<file path="config.mk">
export PLATFORM = sky130hd
export DESIGN_NAME = gfq_cell
export DESIGN_NICKNAME = d
export VERILOG_FILES = /design/src/rtl/gfq_pkg.sv /design/src/rtl/gfq_cell.sv
export SDC_FILE = /design/constraint.sdc
export NUM_CORES = 1
export LEC_CHECK = 0
export BUFFER_PORTS_ARGS = -buffer_cell sky130_fd_sc_hd__buf_2
export CAP_MARGIN = 10
export CORE_MARGIN = 2
export CORE_UTILIZATION = 32
export CTS_BUF_LIST = sky130_fd_sc_hd__clkbuf_2 sky130_fd_sc_hd__clkbuf_4 sky130_fd_sc_hd__clkbuf_8
export CTS_CLUSTER_SIZE = 12
export DETAILED_ROUTE_END_ITERATION = 16
export PLACE_DENSITY = 0.84
export SETUP_SLACK_MARGIN = 0.02
export SYNTH_ARGS = -nofsm -noshare
export SYNTH_HDL_FRONTEND = slang
export SYNTH_SLANG_ARGS = --single-unit
</file>
<file path="constraint.sdc">
create_clock -name clk_i -period 1.3 [get_ports clk_i]
set_input_delay 0.195 -clock clk_i [delete_from_list [all_inputs] [get_ports clk_i]]
set_output_delay 0.195 -clock clk_i [all_outputs]
set_load 0.02 [all_outputs]
</file>
<file path="src/rtl/gfq_pkg.sv">
package gfq_pkg;

  // Fixed field widths of the stream items and of the configuration register.
  localparam int IdW  = 14;
  localparam int GrpW = 4;
  localparam int LenW = 11;
  localparam int GcW  = 4;
  localparam int ActW = 2;
  localparam int StatW = 3;

  // Number of distinct ids that the id field can carry.
  localparam int IdSpan = 1 << IdW;

  // Group count after reset.
  localparam logic [GcW-1:0] GroupCountReset = 4'd10;

  typedef enum logic [ActW-1:0] {
    ACT_REG = 2'd0,
    ACT_ENQ = 2'd1,
    ACT_DEQ = 2'd2
  } gfq_action_e;

  typedef enum logic [StatW-1:0] {
    STAT_OK     = 3'd0,
    STAT_EMPTY  = 3'd1,
    STAT_FULL   = 3'd2,
    STAT_DUP    = 3'd3,
    STAT_BADGRP = 3'd4
  } gfq_status_e;

  typedef enum logic [2:0] {
    S_CLEAR  = 3'd0,
    S_IDLE   = 3'd1,
    S_REDUCE = 3'd2,
    S_READ   = 3'd3,
    S_EXEC   = 3'd4
  } gfq_state_e;

  // One queue entry: the full id and the group that was fixed at enqueue.
  typedef struct packed {
    logic [IdW-1:0]  id;
    logic [GrpW-1:0] grp;
  } gfq_entry_t;

  // Broadcast control from the sequencer to every cell of the row.
  typedef struct packed {
    logic       ins;
    logic       del;
    gfq_entry_t fresh;
  } gfq_cell_ctrl_t;

  // One accepted input transaction.
  typedef struct packed {
    logic [ActW-1:0] act;
    logic [IdW-1:0]  id;
    logic [GrpW-1:0] grp;
  } gfq_item_t;

endpackage

</file>
<file path="src/rtl/gfq_cell.sv">
module gfq_cell #(
  parameter int IDX   = 0,
  parameter int POS_W = 10
) (
  input  logic                    clk_i,
  input  gfq_pkg::gfq_cell_ctrl_t ctrl_i,
  input  logic [POS_W-1:0]        pos_i,
  input  gfq_pkg::gfq_entry_t     left_i,
  input  gfq_pkg::gfq_entry_t     right_i,
  output gfq_pkg::gfq_entry_t     entry_o
);

  localparam logic [POS_W-1:0] MyPos = POS_W'(IDX);

  gfq_pkg::gfq_entry_t entry_q;
  gfq_pkg::gfq_entry_t entry_d;

  // A pop moves every entry one place toward the head. An insert opens a gap
  // at the insert position: cells behind it take their left neighbor, the
  // cell at the position takes the new entry, and cells in front hold.
  always_comb begin
    entry_d = entry_q;
    if (ctrl_i.del) begin
      entry_d = right_i;
    end else if (ctrl_i.ins) begin
      if (MyPos > pos_i) begin
        entry_d = left_i;
      end else if (MyPos == pos_i) begin
        entry_d = ctrl_i.fresh;
      end
    end
  end

  always_ff @(posedge clk_i) begin
    entry_q <= entry_d;
  end

  assign entry_o = entry_q;

endmodule

</file>
==> results of run 1 <==
-- placed cells by master, fill, tap and decap left out --
| cell | n |
|---|---|
| a31o_2 | 1 |
| buf_12 | 2 |
| buf_2 | 66 |
| clkbuf_4 | 3 |
| edfxtp_1 | 18 |
| mux2_2 | 9 |
| mux2_4 | 9 |
| nor3_1 | 1 |
| nor4_1 | 1 |
| nor4b_1 | 1 |
-- power by group --
group	total, mW	internal (mW)	switching (mW)	leakage [nW]
logic	0.290	0.151	0.139	0.393
registers	0.711	0.700	0.0109	0.176
clock network	0.256	0.107	0.149	0.0138
-- critical path, cell delays in order --
cell     delay (ns)
buf_2          0.10
nor4b_1        0.34
a31o_2         0.24
buf_12         0.16
-- layer usage --
metal / share of wire [%] / wire length [um] / vias to the layer above
met4: 1.1 / 19 / 0
li1: - / - / 306
met3: 6.6 / 111 / 2
met2: 57 / 963 / 26
met5: 0 / 0 / -
met1: 35 / 582 / 282
-- logic make-up (layout without fill, tap and decap cells) --
kind of cell	Yosys count	count (layout)	synth area share, %
flip-flops	18	18	64.6
AND/OR/NAND/NOR	3	3	2.39
AO/OA/AOI/OAI	1	1	1.05
multiplexers	18	18	28.3
buffers and inverters	2	71	3.74
-- per-stage QoR --
| stage | power, mW | hold WS (ns) | cells | utilization, % | setup slack, ns |
|---|---|---|---|---|---|
| 6_report | 1.26 | 0.212 | 141 | 49.9 | 0.259 |
| 5_1_grt | 1.32 | 0.192 | 141 | 49.9 | 0.223 |
| 4_1_cts | 1.28 | 0.199 | 141 | 49.9 | 0.243 |
| 3_5_place_dp | 1.02 | 0.500 | 138 | 49.0 | -0.0642 |
| 3_3_place_gp | 1.01 | 0.496 | 138 | 49.0 | 0.0513 |
| 2_1_floorplan | 0.889 | 0.412 | 42 | - | 0.0829 |
-- path summary, 6_finish.rpt --
check | start | endpoint | slack, ns
setup / recovery | pos_i[2] | entry_o[1] | 0.26
hold / removal | right_i[10] | entry_o[10] | 0.21
-- final cells by class --
class | instances | area [um^2]
Fill cell | 235 | 1240
Sequential cell | 18 | 541
Timing Repair Buffer | 68 | 370
Clock buffer | 3 | 22.5
Tap cell | 30 | 37.5
Multi-Input combinational cell | 22 | 265
==> results by group, run 1 <==
Yosys
  • Area of the mapped netlist: around 840 um^2
  • Synth top area cells: edfxtp_1 (65%), mux2_4 (16%), mux2_2 (12%)
  • Yosys warns: 0
  • Netlist cell types: 9
  • Mapped Cells: 42
  • Yosys top cell by area: edfxtp_1
  • Most frequent cell after synthesis: edfxtp_1
  • Post-synth EDFFs: 18
  • Top cells by count, synth: edfxtp_1 (18), mux2_2 (9), mux2_4 (9)
  • Share of the synthesized area in the top cell type: between 60 and 70%
  • Post-synthesis sequential area ratio: 64.6%
  • #FFs+latches synth: 18
  • Post-synthesis async set-or-reset flop share: 0%
  • Top_reg_cell synth: edfxtp_1
  • Mapped Nets: 109
  • Mapped Avg Cell Area: between 15 and 20 um^2

Route
  • Final WL: between 1500 and 2000 um
  • Antenna-violating nets left: 0
  • DRT Pass-1 Iters: 2
  • Vias per cell: 4.37
  • Vias post-DR: just over 600
  • Wire per inst: 11.9 um
  • Drt initial violations: 4
  • DRC Markers: 0

Clocking
  • Clk pin slew, worst setup/hold paths: 0.09 ns
  • Root Buffer Master: clkbuf_4
  • CTS Buf Count: 3
  • # Post-CTS Setup Buffers: 0
  • Clk buf depth: 2
  • Hold_buf cts: 0
  • Clock H-tree levels: 1
  • CTS tree: yes
  • CTS Sinks: 18
  • Post-CTS resize count: 0

Die
  • Core area: 0.00248 mm^2
  • Row count: 18
  • Die area: between 0.003 and 0.004 mm^2
  • Die extent in y: ~55 um
  • Ports: 85
  • Initial Util: 33.8%
  • Die width: approximately 55 um

Setup path
  • CP Max Fanout: 18
  • Crit path kind: primary input to flop
  • Crit path required time: between 1 and 1.5 ns
  • CP startpoint kind: primary input
  • Type of destination of the critical path: flop
  • Worst EP arrival: ~1.0 ns

Job
  • Max_cap viols: 0

Timing
  • Final period util: 80.1%
  • Setup TNS: 0 ns
  • Max_slew headroom: roughly four fifths
  • Worst-Margin Slew: between 0.3 and 0.4 ns
  • Min cycle time layout: about 1.0 ns
  • Max Clk Rate: 0.961 GHz
  • Final Hold Vio Count: 0
  • Final setup violation count: 0
  • Max-slew violations: 0
  • Unrepaired setup endpoints after global routing: no

Cells and area
  • Max reg flops: 18
  • Design area: ~0.0012 mm^2
  • Area grow syn2layout: 47.7%
  • Ant. Diodes: 0
  • Share of cells above drive strength 1: between 80% and 90%
  • Final nets: 180

GRT
  • All-Layer GR Usage: a little over a tenth
  • Global Route met3 Usage: 2.42%
  • Busiest grt layer: met2
  • Initial antenna violation count: 0
  • Met2 usage: approximately 19%
  • First-pass GRT wire length: around 2200 um
  • Vias in the first global route: between 500 and 600
  • Met1 GRT Util: around a tenth
  • Global route overflow: 0
  • Pin count of the biggest net entering global routing: 20

Place
  • Placed cell area: around 0.0012 mm^2
  • Global placer's final weighted congestion: between 0.6 and 0.7
  • Port buffer count: 66

Power and ir drop
  • P_leak: 0.583 nW
  • PD cells: slightly above 1000 mW/mm^2
  • Max rail drop VDD: between 0.5 and 0.6 mV

Hold path
  • Hold Crit Class: primary input to flop
  • Hold Crit Depth: 2

Outcome
  • Status: complete, no violations
No activity file was read; power rests on OpenSTA's default activity.
==> run 2, diff against run 1 <==
Settings changed: CORE_UTILIZATION 32 to 35, PLACE_DENSITY 0.84 to 0.87.
Clock period 1.3 ns to 1.05 ns, I/O delays scaled along.
==> run 2 against run 1 <==
  * Clock power up 35%
  * Via count up 7.6%
  * Power up 29%
  * Flip-flop and latch count unchanged
  * Combinational power up 36%
  * Critical path depth down 3
  * Setup slack worse by 0.20 ns
  * First-iteration DRC count down 50%
  * Cell count down 0.71%
  * Count of clock-buffer cells in the layout unchanged
  * Utilization up 8.4 points
  * Critical path type is now flop to output port
  * Critical endpoint is now entry_o[15]
  * Largest power group unchanged
  * Highest routed layer unchanged
==> results by group, run 2 (synthesized netlist as in run 1, its figures left out) <==
Clocking
  • Hold_buf cts: 0
  • # Post-CTS Setup Buffers: 0
  • CTS tree: yes
  • Clk buf depth: 2
  • Post-CTS resize count: 0
  • Clk pin slew, worst setup/hold paths: about 0.11 ns
  • CTS Buf Count: 3
  • Clock H-tree levels: 1
  • Root Buffer Master: clkbuf_4
  • CTS Sinks: 18

Setup path
  • Crit path required time: ~0.9 ns
  • Crit path kind: flop to output port
  • WP depth: 1
  • Critical Path, Cell by Cell: buf_6
  • Worst EP arrival: approximately 0.84 ns
  • Critical path launch point: entry_o[15]
  • Cell family with most CP delay: flip-flops
  • CP endpoint: entry_o[15]
  • Type of destination of the critical path: output port
  • Critical-path top delay cell: edfxtp_1
  • WP buf/inv: 1
  • CP Max Fanout: 1
  • Crit-path max cell delay: ~0.40 ns
  • CP startpoint kind: flop

Timing
  • Final Hold Vio Count: 0
  • Final period util: 94.8%
  • Max Clk Rate: 1.00 GHz
  • Final setup violation count: 0
  • Max_slew headroom: between 80 and 90%
  • Worst-Margin Slew: approximately 0.26 ns
  • Unrepaired setup endpoints after global routing: yes
  • Max-slew violations: 0
  • Setup WS post-layout: 0.0548 ns
  • Min cycle time layout: between 0.9 and 1 ns

Cells and area
  • Share of cells above drive strength 1: between 80% and 90%
  • Area grow syn2layout: 55.5%
  • Ant. Diodes: 0
  • Max reg flops: 18
  • Final nets: 180
  • Design area: 0.00130 mm^2
  • Fin util: 58.3%
  • Fillers: about 210
  • Commonest non-fill, non-tap cells in the layout: buf_2 (62), edfxtp_1 (18), mux2_4 (9), mux2_2 (9), buf_6 (4)
  • Most common cell after layout, fill and taps aside: buf_2

Route
  • Final WL: roughly 1800 um
  • Vias post-DR: approximately 660
  • DRT Pass-1 Iters: 4
  • Wire per inst: approximately 13 um
  • Antenna-violating nets left: 0
  • DRC Markers: 0
  • Drt initial violations: 2
  • Vias per cell: between 4 and 5

Power and ir drop
  • Max rail drop VDD: 0.783 mV
  • PD cells: between 1000 and 1500 mW/mm^2
  • Power Internal: 1.21 mW
  • Comb pwr share: 24.2%
  • P_leak: between 0.6 and 0.7 nW
  • NetSw: around 0.41 mW
  • Switching Share: 25.1%
  • Clk pwr share: between 20% and 30%
  • Power Total: roughly 1.6 mW
  • Sequential fraction of design power: between 50% and 60%

Hold path
  • Hold Crit Class: primary input to flop
  • Hold Crit Depth: 2

GRT
  • Pin count of the biggest net entering global routing: 19
  • First-pass GRT wire length: approximately 2700 um
  • Vias in the first global route: between 600 and 700
  • Initial antenna violation count: 0
  • Global route overflow: 0
  • All-Layer GR Usage: 14.1%

Job
  • Max_cap viols: 0

Die
  • Ports: 85
  • Initial Util: around 37%
  • Die width: between 50 and 60 um
  • Core area: 0.00223 mm^2
  • Die area: approximately 0.0028 mm^2
  • Row count: 17
  • Die extent in y: approximately 53 um

Outcome
  • Status: complete, no violations

Place
  • Setup Slack @ Placement: -0.215 ns
  • Global placer's final weighted congestion: around 0.66
  • Placed cell area: roughly 0.0012 mm^2
  • Detail Placement HPWL: between 1500 and 2000 um
  • Port buffer count: 66
run 2: power groups by stage:
stage	combinational [mW]	sequential (mW)	clock, mW
finish	0.393	0.883	0.345
global route	0.417	0.888	0.396
CTS	0.382	0.880	0.361
detailed placement	0.382	0.897	0
global placement	0.370	0.896	0
floorplan	0.118	0.988	0
run 2: layer usage:
metal	part of all wire (%)	wire, um	global-route usage [%]
met1	28	502	11.1
met2	61	1110	28.7
met3	6.7	122	1.69
met4	4.7	85	12.4
met5	0	0	0
run 2: layout make-up:
type,instances,area (um^2),share of cell area [%]
sequential,18,541,41.5
tap,28,35.0,2.69
multi-input combinational,22,304,23.4
clock buffer,3,22.5,1.73
timing repair buffer,68,395,30.4
clock inverter,1,3.75,0.288
run 2: stage by stage:
step | instances | setup TNS, ns | hold WS [ns]
3_3_place_gp | 136 | -2.96 | 0.457
5_1_grt | 140 | 0 | 0.142
6_report | 140 | 0 | 0.154
2_1_floorplan | 42 | 0 | 0.375
4_1_cts | 140 | 0 | 0.144
3_5_place_dp | 136 | -3.86 | 0.461
run 2: worst min path at each step:
stage / from / end / slack, ns
floorplan: right_i[10] / entry_o[10] / 0.37
global placement: right_i[13] / entry_o[13] / 0.46
detailed placement: ctrl_i[15] / entry_o[15] / 0.46
CTS: ctrl_i[15] / entry_o[15] / 0.14
global route: ctrl_i[15] / entry_o[15] / 0.14
finish: ctrl_i[15] / entry_o[15] / 0.15
